<file path="config.mk">
export PLATFORM = sky130hd
export DESIGN_NAME = ghm_stage
export DESIGN_NICKNAME = d
export VERILOG_FILES = /design/src/hdl/ghm_pkg.sv /design/src/hdl/ghm_stage.sv
export SDC_FILE = /design/constraint.sdc
export NUM_CORES = 1
export LEC_CHECK = 0
export ABC_AREA = 1
export BUFFER_PORTS_ARGS = -buffer_cell sky130_fd_sc_hd__buf_2
export CELL_PAD_IN_SITES_DETAIL_PLACEMENT = 0
export CELL_PAD_IN_SITES_GLOBAL_PLACEMENT = 1
export CORE_AREA = 8 8 290 292
export CTS_BUF_LIST = sky130_fd_sc_hd__clkbuf_16
export CTS_CLUSTER_DIAMETER = 30
export DETAILED_ROUTE_END_ITERATION = 10
export DIE_AREA = 0 0 298 300
export GPL_ROUTABILITY_DRIVEN = 1
export GPL_TIMING_DRIVEN = 1
export PLACE_DENSITY_LB_ADDON = 0.1
export SYNTH_ARGS = -nofsm -noshare
export SYNTH_HDL_FRONTEND = slang
export SYNTH_SLANG_ARGS = --single-unit
</file>
<file path="constraint.sdc">
create_clock -name i_clk -period 2.9 [get_ports i_clk]
set_input_delay 0.29 -clock i_clk [delete_from_list [all_inputs] [get_ports i_clk]]
set_output_delay 0.29 -clock i_clk [all_outputs]
set_load 0.02 [all_outputs]
</file>
<file path="src/hdl/ghm_pkg.sv">
// types and constants for the ghash gf(2^128) multiplier
// shared by the stage module, the top level and the checker; no dependencies
package ghm_pkg;

    // pipeline shape: stages times steps per stage covers all 128 multiplier bits
    localparam int GHM_BLOCK_W = 128;
    localparam int GHM_STEPS   = 8;
    localparam int GHM_STAGES  = GHM_BLOCK_W / GHM_STEPS;
    localparam int GHM_LATENCY = GHM_STAGES;

    // top byte of the reduction constant in reflected order (x^128 = 1 + x + x^2 + x^7)
    localparam logic [7:0] GHM_R_TOP = 8'hE1;

    typedef struct packed {
        logic [63:0] operand_a_high;
        logic [63:0] operand_a_low;
        logic [63:0] operand_b_high;
        logic [63:0] operand_b_low;
    } t_operands;

    typedef struct packed {
        logic [63:0] product_high;
        logic [63:0] product_low;
    } t_product;

    // working set carried down the pipeline
    typedef struct packed {
        logic [GHM_BLOCK_W-1:0] x;  // multiplier, next bit to use at the top
        logic [GHM_BLOCK_W-1:0] v;  // multiplicand times x^k
        logic [GHM_BLOCK_W-1:0] z;  // partial product
    } t_lane;

endpackage

</file>
<file path="src/hdl/ghm_stage.sv">
// one pipeline stage of the ghash multiplier: GHM_STEPS shift-and-xor steps, then a register
// depends on ghm_pkg
module ghm_stage
    import ghm_pkg::*;
(
    input  logic  i_clk,
    input  logic  i_rst_n,
    input  logic  i_valid,
    input  t_lane i_lane,
    output logic  o_valid,
    output t_lane o_lane
);

    logic  r_valid;
    t_lane r_lane;
    t_lane n_lane;

    always_comb begin
        logic lsb;
        n_lane = i_lane;
        for (int k = 0; k < GHM_STEPS; k++) begin
            if (n_lane.x[GHM_BLOCK_W-1]) begin
                n_lane.z = n_lane.z ^ n_lane.v;
            end
            lsb      = n_lane.v[0];
            n_lane.v = n_lane.v >> 1;
            if (lsb) begin
                n_lane.v[GHM_BLOCK_W-1 -: 8] = n_lane.v[GHM_BLOCK_W-1 -: 8] ^ GHM_R_TOP;
            end
            n_lane.x = n_lane.x << 1;
        end
    end

    always_ff @(posedge i_clk) begin
        if (!i_rst_n) begin
            r_valid <= 1'b0;
        end else begin
            r_valid <= i_valid;
        end
    end

    always_ff @(posedge i_clk) begin
        r_lane <= n_lane;
    end

    assign o_valid = r_valid;
    assign o_lane  = r_lane;

endmodule

</file>
## Word level (Yosys, flattened, before mapping)

Cells that the tools add are included.

| storage, ports and cells | value |
|---|---|
| register bits | 377 |
| bits in latches | 0 |
| bits in writable memories | 0 |
| bits in read-only memories | 0 |
| input bits | 387 |
| output and inout bits | 385 |
| memories | 0 |

| cells by class | value |
|---|---|
| add/sub/neg operators | 0 |
| multiply operators | 0 |
| divide/modulo/power cells | 0 |
| order comparisons | 0 |
| eq/ne operators | 0 |
| shifts and indexed selects | 0 |
| muxes and demuxes | 16 |
| bitwise logic cells | 16 |
| reduce and logical (&&, ||, !) cells | 0 |

Operators by type and width:

| operator | number |
|---|---|
| 2-to-1 mux 128 bit | 8 |
| bitwise XOR 128 bit | 8 |
| 2-to-1 mux 8 bit | 7 |
| NOT 3 -> 4 bit | 8 |
| 2-to-1 mux 7 bit | 1 |

## Logic depth before layout (Yosys ltp)

Gate-level depths: netlist (run 1).

| logic depth | value |
|---|---|
| depth in word-level cells | 16 |
| depth in mapped cells | 16 |
| depth with buffers taken out | 14 |

## Worst setup path before layout (run 1)

OpenSTA, ideal clock, no wires.

| path | value |
|---|---|
| path kind | input to register |
| from | input i_lane[377] (netlist name) |
| to | register r_lane (netlist bit o_lane[100]) |
| setup time | 109 ps |
| arrival time | 1445 ps |
| data required time | 2791 ps |
| setup slack | 1347 ps |
| cell stages on the path | 10 |
| cells stage by stage | buf_2 -> buf_4 -> clkbuf_1 -> nand2_1 -> xnor2_1 -> or2_1 -> nand2_1 -> nand2_1 -> nand2_1 -> inv_1 |

RTL lines:

| item | line | source |
|---|---|---|
| start, declared | ghm_stage.sv:9 | `input t_lane i_lane,` |
| end signal, assigned | ghm_stage.sv:43 | `r_lane <= n_lane;` |
| end, declared | ghm_stage.sv:15 | `t_lane r_lane;` |

## Worst setup path after layout (run 1)

| path | value |
|---|---|
| from | register r_lane (netlist bit o_lane[127]) |
| to | output o_lane[127] (netlist name) |

RTL lines:

| item | line | source |
|---|---|---|
| end, declared | ghm_stage.sv:11 | `output t_lane o_lane` |

No word-level cell between the ends.

==> results of run 1 <==
-- final timing paths --
path,to,slack (ns),depth (start not counted),startpoint
setup / recovery,o_lane[127],1.25,1,o_lane[127]
hold / removal,o_lane[254],0.09,2,i_lane[134]
-- cells in the final DEF (no fill, tap or decap) --
cell type and instances:
a21oi_1 2, and2_1 1, buf_12 13, buf_2 755
buf_4 21, buf_6 3, bufinv_16 24, clkbuf_16 107
clkinv_1 16, clkinv_2 14, clkinv_4 11, clkinv_8 2
clkinvlp_4 8, conb_1 8, dfxtp_1 377, diode_2 15
dlygate4sd3_1 236, inv_1 318, inv_16 3, inv_2 1
inv_6 9, nand2_1 1603, nand3_1 166, nand3b_1 3
nand4_1 1, nor2_1 50, o211ai_1 1, o21ai_0 7
o21bai_1 1, or2_1 50, or2_2 66, xnor2_1 716
xor2_1 31
-- state kept, by name, indices dropped and copies added (netlist names) --
register and flops:
o_lane 376, o_valid 1
-- logic make-up (layout without fill, tap and decap cells) --
| kind of cell | Yosys count | count (layout) | synth area share (%) |
|---|---|---|---|
| flip-flops | 377 | 377 | 31.12 |
| XOR/XNOR | 747 | 747 | 26.98 |
| AO/OA/AOI/OAI | 11 | 11 | 0.2476 |
| buffers and inverters | 557 | 1541 | 9.497 |
| other | 1 | 23 | 0.01546 |
| AND/OR/NAND/NOR | 1940 | 1940 | 32.15 |
-- routing by layer --
| metal | GRT usage [%] | vias up |
|---|---|---|
| met2 | 37.19 | 622 |
| li1 | - | 12480 |
| met4 | 7.335 | 18 |
| met1 | 23.96 | 10490 |
| met3 | 6.321 | 165 |
| met5 | 0 | - |
-- power breakdown --
group	switching (mW)	internal, mW	leakage (nW)	total, mW
Combinational	4.09	2.57	12.5	6.66
Sequential	0.255	5.96	3.18	6.22
Clock	3.72	8.84	1.90	12.6
-- metrics by stage --
| step | hold slack, ns | instance area [sq um] | setup slack, ns |
|---|---|---|---|
| CTS | 0.04027 | 34950 | 1.184 |
| floorplan | 0.3177 | 24280 | 1.347 |
| global placement | 0.3917 | 28720 | 0.8769 |
| finish | 0.08622 | 34990 | 1.253 |
| global route | 0.06154 | 34970 | 1.077 |
| detailed placement | 0.3936 | 28720 | 0.8745 |
-- what timing repair did --
action	in CTS	in global routing
hold buffers	236	0
setup buffers	0	0
endpoints found under the hold margin	236	0
-- layout make-up --
cell class	count	area share, %
Timing Repair Buffer	1028	18.84
Tap cell	1060	3.791
Multi-Input combinational cell	2706	41.24
Antenna cell	15	0.1073
Clock inverter	91	3.412
Inverter	315	3.380
Sequential cell	377	21.57
Clock buffer	107	7.653
==> impl_metrics.csv, run 1 <==
group,metric,value,unit
run_status,status,"finished, final reports clean",
critical_path,critical_path.top_delay_family,"flip-flops",
timing,post-route-period-util,56.81,%
detailed_routing,routed_wirelength,97990,um
clocking,clk_pin_slew,0.04,ns
synth,yosysMostFrequentCell,"nand2_1",
synth,seq_area_frac_synth,31.12,%
clocking,cts_root_buffer,"clkbuf_16",
detailed_routing,antenna_left,0,
critical_path,critPathRequiredTime,2.61,ns
place,portBuffers,763,
critical_path,crit_slowest_cell,"dfxtp_1",
grt,grt_pass1_wl,147800,um
grt,grt-ovfl-total,0,
synth,ys.flop_type,"dfxtp_1",
floorplanning,chipWidth,298,um
critical_path,cp.buffers_inverters,1,
synth,synth_top_area_share,31.12,%
floorplanning,io_pins,772,
finish,multi_input_area,14430,sq um
floorplanning,die_h,300,um
synth,yosys-top-cells-area,"dfxtp_1 31%, xnor2_1 26%, nand2_1 25%, inv_1 4.8%, nand3_1 3.4%",
floorplanning,core,79640,sq um
synth,yosysWarnings,0,
clocking,cts_resized,0,
finish,n_fill_cell,8261,
finish,final_core_util,43.93,%
critical_path,crit_path_cell_trace,"buf_2",
detailed_routing,top_layer,"met5",
detailed_routing,num_vias,23770,
finish,regArea,7547,sq um
pwr,powerDensity,727.3,nW/um^2
clocking,tritoncts,"yes",
clocking,cts.sinks,377,
pwr,irDropWorstVdd,0.0004283,V
critical_path,end_kind,"output port",
timing,max_freq,0.6070,GHz
timing,hold_viol,0,
timing,rsz0062_at_grt,"false",
synth,syn_avg_cell_area,6.676,sq um
critical_path,arrival,1.36,ns
critical_path,cp_max_fo,1,
clocking,clock_path_buffers,3,
timing,slew_headroom,64.64,%
timing,setup_viol,0,
pwr,leakage,17.62,nW
synth,synth.distinct_cells,25,
synth,yosys-top-cells-count,"1603 x nand2_1, 716 x xnor2_1, 377 x dfxtp_1, 312 x inv_1, 166 x nand3_1",
critical_path,crit_type,"flip-flop to output port",
place,routabilityCongestion,0.7847,
grt,grt_max_degree,59,
finish,syn2layout_area_growth,44.25,%
synth,async_flop_share,0,%
grt,grtUsageTotal,21.04,%
detailed_routing,drt_iter0_drc,1165,
timing,min_period,1.647,ns
clocking,h-tree-depth,3,
grt,antenna_found_initial,32,
synth,ys_ff_latch,377,
detailed_routing,routedWlPerCell,17.19,um
detailed_routing,drt-met1-wl,40150,um
place,place_inst,5250,
detailed_routing,first_pass_iters,5,
timing,drv_slew,0,
pwr,p_total,25.44,mW
timing,worst_pin_slew,0.5304,ns
detailed_routing,avgViaCountPerCell,4.171,
finish,final_layout_size_suffix_gt1_share,22.43,%
floorplanning,rows,104,
floorplanning,die_area,89400,sq um
floorplanning,start_util,30.46,%
detailed_routing,drc_errors,0,
job,maxCapViolations,0,
clocking,cts_buffers,107,
synth,synth_top_area_cell,"dfxtp_1",
detailed_routing,wl_met2,48010,um
worst_hold_path,hold_path_class,"input port to flip-flop",
synth,netlist_area,24250,sq um
place,hpwlAfterDp,70210,um
critical_path,worst_setup_path_start_kind,"flip-flop",
detailed_routing,dr_wl_met3,7062,um
finish,fin_cells,5699,
synth,synth-edff-count,0,
critical_path,cpPeakStageDelay,0.47,ns
synth,synth_cells,3633,
finish,nets,4922,
grt,grt_pass1_vias,23810,
timing,tns,0,ns
Power figures use the tool's default switching activity.
==> run 2: changes to the inputs <==
--- a/config.mk
+++ b/config.mk
@@ -9,11 +9,11 @@
 export BUFFER_PORTS_ARGS = -buffer_cell sky130_fd_sc_hd__buf_2
 export CELL_PAD_IN_SITES_DETAIL_PLACEMENT = 0
 export CELL_PAD_IN_SITES_GLOBAL_PLACEMENT = 1
-export CORE_AREA = 8 8 290 292
+export CORE_AREA = 8 8 293 295
 export CTS_BUF_LIST = sky130_fd_sc_hd__clkbuf_16
 export CTS_CLUSTER_DIAMETER = 30
 export DETAILED_ROUTE_END_ITERATION = 10
-export DIE_AREA = 0 0 298 300
+export DIE_AREA = 0 0 301 303
 export GPL_ROUTABILITY_DRIVEN = 1
 export GPL_TIMING_DRIVEN = 1
 export PLACE_DENSITY_LB_ADDON = 0.1
==> constraint.sdc (replaced) <==
create_clock -name i_clk -period 1.3 [get_ports i_clk]
set_input_delay 0.13 -clock i_clk [delete_from_list [all_inputs] [get_ports i_clk]]
set_output_delay 0.13 -clock i_clk [all_outputs]
set_load 0.02 [all_outputs]
==> impl_metrics.csv, run 2 (synthesized netlist as in run 1, its figures left out) <==
group,metric,value,unit
timing,post-route-period-util,99.84,%
timing,setup_viol,0,
finish,multi_input_area,14490,sq um
finish,nets,5217,
critical_path,crit_slowest_cell,"dfxtp_4",
critical_path,cpPeakStageDelay,0.39,ns
place,routabilityCongestion,0.8320,
grt,grtUsageTotal,21.73,%
floorplanning,core,81190,sq um
clocking,cts_buffers,106,
place,portBuffers,763,
timing,rsz0062_at_grt,"true",
detailed_routing,avgViaCountPerCell,4.144,
floorplanning,die_h,303,um
critical_path,end_kind,"output port",
detailed_routing,routedWlPerCell,17.25,um
timing,drv_slew,0,
grt,grt_pass1_wl,153800,um
clocking,clock_path_buffers,3,
job,maxCapViolations,0,
critical_path,crit_type,"flip-flop to output port",
detailed_routing,first_pass_iters,6,
finish,layout_commonest_cell,"nand2_1",
clocking,cts_root_buffer,"clkbuf_16",
critical_path,cp_max_fo,1,
critical_path,arrival,1.17,ns
worst_hold_path,hold_path_class,"input port to flip-flop",
clocking,clk_pin_slew,0.04,ns
finish,n_fill_cell,8012,
clocking,tritoncts,"yes",
finish,mostFrequentLayoutCells,"1599 x nand2_1, 709 x xnor2_1, 520 x buf_2",
finish,final_core_util,48.20,%
pwr,irDropWorstVdd,0.001058,V
floorplanning,io_pins,772,
detailed_routing,drt_iter0_drc,1013,
timing,tns,0,ns
critical_path,critPathRequiredTime,1.17,ns
grt,antenna_found_initial,15,
finish,largest_reg_flops,376,
place,place_area,31810,sq um
timing,hold_viol,0,
grt,grt-ovfl-total,0,
clocking,h-tree-depth,3,
grt,grt_pass1_vias,25250,
critical_path,crit_path_cell_trace,"buf_6",
floorplanning,start_util,29.87,%
timing,min_period,1.298,ns
critical_path,cp.buffers_inverters,1,
detailed_routing,antenna_left,0,
floorplanning,chipWidth,301,um
timing,max_freq,0.7704,GHz
critical_path,worst_setup_path_start_kind,"flip-flop",
finish,syn2layout_area_growth,61.37,%
detailed_routing,routed_wirelength,103500,um
detailed_routing,drc_errors,0,
finish,final_layout_size_suffix_gt1_share,28.01,%
finish,fin_area,39140,sq um
run_status,status,"finished, final reports clean",
pwr,powerDensity,1479,nW/um^2
critical_path,critical_path.top_delay_family,"flip-flops",
floorplanning,rows,105,
pwr,leakage,19.72,nW
place,hpwlAfterDp,79080,um
grt,grt_max_degree,51,
detailed_routing,num_vias,24860,
floorplanning,die_area,91200,sq um
clocking,cts.sinks,377,
finish,regArea,7642,sq um
run 2: changes by cell type in the layout (fill, tap and decap cells not counted), sizes merged:
cell and change:
buf +257, bufinv -8, clkbuf +18, clkinv +5, diode -5, dlygate4sd3 +18
dlymetal6s4s +2, inv +4
run 2: final cells by class:
| class | instances | area share (%) |
|---|---|---|
| well taps | 1070 | 3.421 |
| repair buffers | 1324 | 27.47 |
| flip-flops and latches | 377 | 19.53 |
| diodes | 10 | 0.06394 |
| inverters | 315 | 3.021 |
| multi-input cells | 2706 | 37.03 |
| clock buffers | 106 | 6.778 |
| clock inverters | 92 | 2.692 |
run 2: metal layers:
layer  track usage (%)  vias to the layer above  routed length, um
li1                  -                    13080                  -
met3             5.270                      150               6014
met2             38.48                      631              51510
met4             9.535                        6               3882
met1             24.65                    10990              42040
met5                 0                        -                 32
run 2: metrics by stage:
stage / setup WS (ns) / total power, mW / hold WS (ns) / std cells
after global placement: -0.3588 / 29.87 / 0.2322 / 5536
after global routing: -0.03730 / 60.99 / 0.07859 / 5996
after floorplan: -0.04655 / 23.84 / 0.1577 / 3640
after CTS: -0.05644 / 58.56 / 0.0005959 / 5988
after detailed placement: -0.3534 / 29.92 / 0.2336 / 5536
final: 0.002021 / 57.88 / 0.04292 / 6000
run 2: power breakdown:
group,internal [mW],leakage [nW],switching (mW)
Sequential,13.4,3.18,0.799
Clock,18.1,1.84,8.34
Combinational,7.69,14.7,9.52
Total,39.2,19.7,18.7
run 2: worst min-delay path, cell delays in order:
cell	delay, ns
buf_2	0.08
xnor2_1	0.12
xnor2_1	0.07
nand2_1	0.07
nand2_1	0.05
nand2_1	0.05
nand2_1	0.04
inv_1	0.04
run 2: final timing paths:
path | start | end | slack, ns | cells past startpoint
setup / recovery | o_lane[30] | o_lane[30] | 0.002 | 1
hold / removal | i_lane[15] | o_lane[15] | 0.04 | 8
run 2: repair_timing:
action,CTS,global route
hold buffers,254,2
setup endpoints to repair,164,102
pin swaps,0,3
endpoints found under the hold margin,255,2
cloned,0,0
buffers inserted,0,0
gates resized for setup,286,109
==> run 3: changes to the inputs <==
--- a/config.mk
+++ b/config.mk
@@ -6,14 +6,15 @@
 export NUM_CORES = 1
 export LEC_CHECK = 0
 export ABC_AREA = 1
+export ABC_CLOCK_PERIOD_IN_PS = 1570
 export BUFFER_PORTS_ARGS = -buffer_cell sky130_fd_sc_hd__buf_2
 export CELL_PAD_IN_SITES_DETAIL_PLACEMENT = 0
 export CELL_PAD_IN_SITES_GLOBAL_PLACEMENT = 1
-export CORE_AREA = 8 8 293 295
+export CORE_AREA = 8 8 290 292
 export CTS_BUF_LIST = sky130_fd_sc_hd__clkbuf_16
 export CTS_CLUSTER_DIAMETER = 30
 export DETAILED_ROUTE_END_ITERATION = 10
-export DIE_AREA = 0 0 301 303
+export DIE_AREA = 0 0 298 300
 export GPL_ROUTABILITY_DRIVEN = 1
 export GPL_TIMING_DRIVEN = 1
 export PLACE_DENSITY_LB_ADDON = 0.1
==> constraint.sdc (replaced) <==
create_clock -name i_clk -period 1.57 [get_ports i_clk]
set_input_delay 0.157 -clock i_clk [delete_from_list [all_inputs] [get_ports i_clk]]
set_output_delay 0.157 -clock i_clk [all_outputs]
set_load 0.02 [all_outputs]
==> impl_metrics.csv, run 3 (synthesized netlist as in run 1, its figures left out) <==
group,metric,value,unit
run_status,status,"finished, final reports clean",
grt,grt_max_degree,53,
floorplanning,die_h,300,um
grt,grt_pass1_vias,24270,
floorplanning,chipWidth,298,um
grt,grt-ovfl-total,0,
grt,grt_pass1_wl,148500,um
critical_path,cp_num_cells,1,
pwr,powerDensity,1251,nW/um^2
detailed_routing,avgViaCountPerCell,4.164,
pwr,combinationalPowerShare,28.3,%
critical_path,cp.buffers_inverters,1,
critical_path,arrival,1.34,ns
finish,fin_area,35730,sq um
clocking,h-tree-depth,3,
critical_path,critical_path.top_delay_family,"flip-flops",
finish,largest_reg_flops,376,
pwr,p_int,29.84,mW
critical_path,critPathLaunch,"o_lane[127]",
pwr,power_switching,14.86,mW
timing,drv_slew,0,
grt,antenna_found_initial,29,
detailed_routing,antenna_left,0,
detailed_routing,num_vias,24150,
finish,syn2layout_area_growth,47.33,%
place,routabilityCongestion,0.8011,
floorplanning,start_util,30.46,%
detailed_routing,routed_wirelength,98000,um
detailed_routing,drt_iter0_drc,1073,
timing,min_period,1.501,ns
floorplanning,die_area,89400,sq um
clocking,clock_path_buffers,3,
timing,tns,0,ns
timing,max_freq,0.6664,GHz
critical_path,cpPeakStageDelay,0.47,ns
pwr,seq_power_share,25.8,%
floorplanning,core,79640,sq um
critical_path,crit_slowest_cell,"dfxtp_1",
floorplanning,rows,104,
pwr,p_clk_share,46.0,%
timing,rsz0062_at_grt,"false",
detailed_routing,drc_errors,0,
detailed_routing,routedWlPerCell,16.90,um
pwr,p_total,44.70,mW
critical_path,critPathRequiredTime,1.41,ns
timing,hold_viol,0,
place,dpl_worst_slack,-0.03197,ns
timing,layout_setup_ws,0.06947,ns
timing,post-route-period-util,95.58,%
critical_path,worst_setup_path_start_kind,"flip-flop",
finish,n_fill_cell,8187,
critical_path,cp_max_fo,1,
critical_path,end_kind,"output port",
grt,grtUsageTotal,21.03,%
finish,final_layout_size_suffix_gt1_share,24.10,%
place,place_area,29830,sq um
clocking,cts.sinks,377,
finish,layout_commonest_cell,"nand2_1",
worst_hold_path,hold_path_class,"input port to flip-flop",
timing,holdWs,0.03904,ns
pwr,sw_frac_of_total,33.25,%
timing,setup_viol,0,
clocking,cts_setup_buffers,0,
place,hpwlAfterDp,73080,um
clocking,clk_pin_slew,0.04,ns
floorplanning,io_pins,772,
critical_path,cp-endpoint,"o_lane[127]",
detailed_routing,first_pass_iters,7,
clocking,cts_root_buffer,"clkbuf_16",
clocking,cts_buffers,106,
finish,mostFrequentLayoutCells,"1602 x nand2_1, 755 x buf_2, 716 x xnor2_1",
pwr,leakage,18.07,nW
job,maxCapViolations,0,
pwr,irDropWorstVdd,0.0008353,V
finish,nets,5029,
place,portBuffers,763,
critical_path,crit_type,"flip-flop to output port",
critical_path,crit_path_cell_trace,"buf_2",
clocking,tritoncts,"yes",
run 3: worst min-delay path by stage:
stage / startpoint / to / depth (start not counted)
floorplan: i_lane[136] / o_lane[128] / 0
global placement: i_lane[312] / o_lane[320] / 1
detailed placement: i_lane[337] / o_lane[345] / 1
CTS: i_lane[133] / o_lane[251] / 5
global route: i_lane[133] / o_lane[251] / 5
finish: i_lane[133] / o_lane[251] / 5
run 3: layout make-up:
cell class              instances  area [sq um]  area share (%)
clock buffers                 108          2703           7.563
diodes                          8         20.02         0.05602
flip-flops and latches        377          7547           21.12
inverters                     315          1182           3.309
repair buffers               1136          7754           21.70
well taps                    1060          1326           3.712
multi-input cells            2706         14430           40.39
clock inverters                89         769.5           2.153
run 3: per-stage QoR:
stage | std cells | utilization, %
after global routing | 5795 | 44.86
final | 5799 | 44.87
after global placement | 5353 | 37.45
after CTS | 5791 | 44.84
after floorplan | 3640 | -
after detailed placement | 5353 | 37.45
run 3: timing repair:
action	4_1_cts	5_1_grt
endpoints found under the hold margin	240	0
hold buffers	241	0
resized for setup	0	2
setup endpoints to repair	0	4
run 3: power groups by stage:
| stage | Clock, mW | Sequential [mW] | Combinational [mW] |
|---|---|---|---|
| after global routing | 21.6 | 11.6 | 14.0 |
| after CTS | 21.0 | 11.5 | 12.8 |
| after detailed placement | 0 | 11.7 | 12.3 |
| after floorplan | 0 | 13.3 | 6.37 |
| after global placement | 0 | 11.7 | 12.3 |
| final | 20.6 | 11.5 | 12.6 |
run 3: worst min-delay path, stage by stage:
cell and delay, ns:
buf_2 0.16, nand2_1 0.09, nand3_1 0.09, nand2_1 0.08
inv_1 0.06
run 3: routing by layer:
| metal | wire (um) | part of all wire [%] | vias to the layer above | track usage, % |
|---|---|---|---|---|
| li1 | - | - | 12700 | - |
| met1 | 41150 | 42 | 10600 | 24.42 |
| met2 | 47260 | 48 | 653 | 36.96 |
| met3 | 6652 | 6.8 | 175 | 6.292 |
| met4 | 2764 | 2.8 | 22 | 6.564 |
| met5 | 169 | 0.17 | - | 0 |
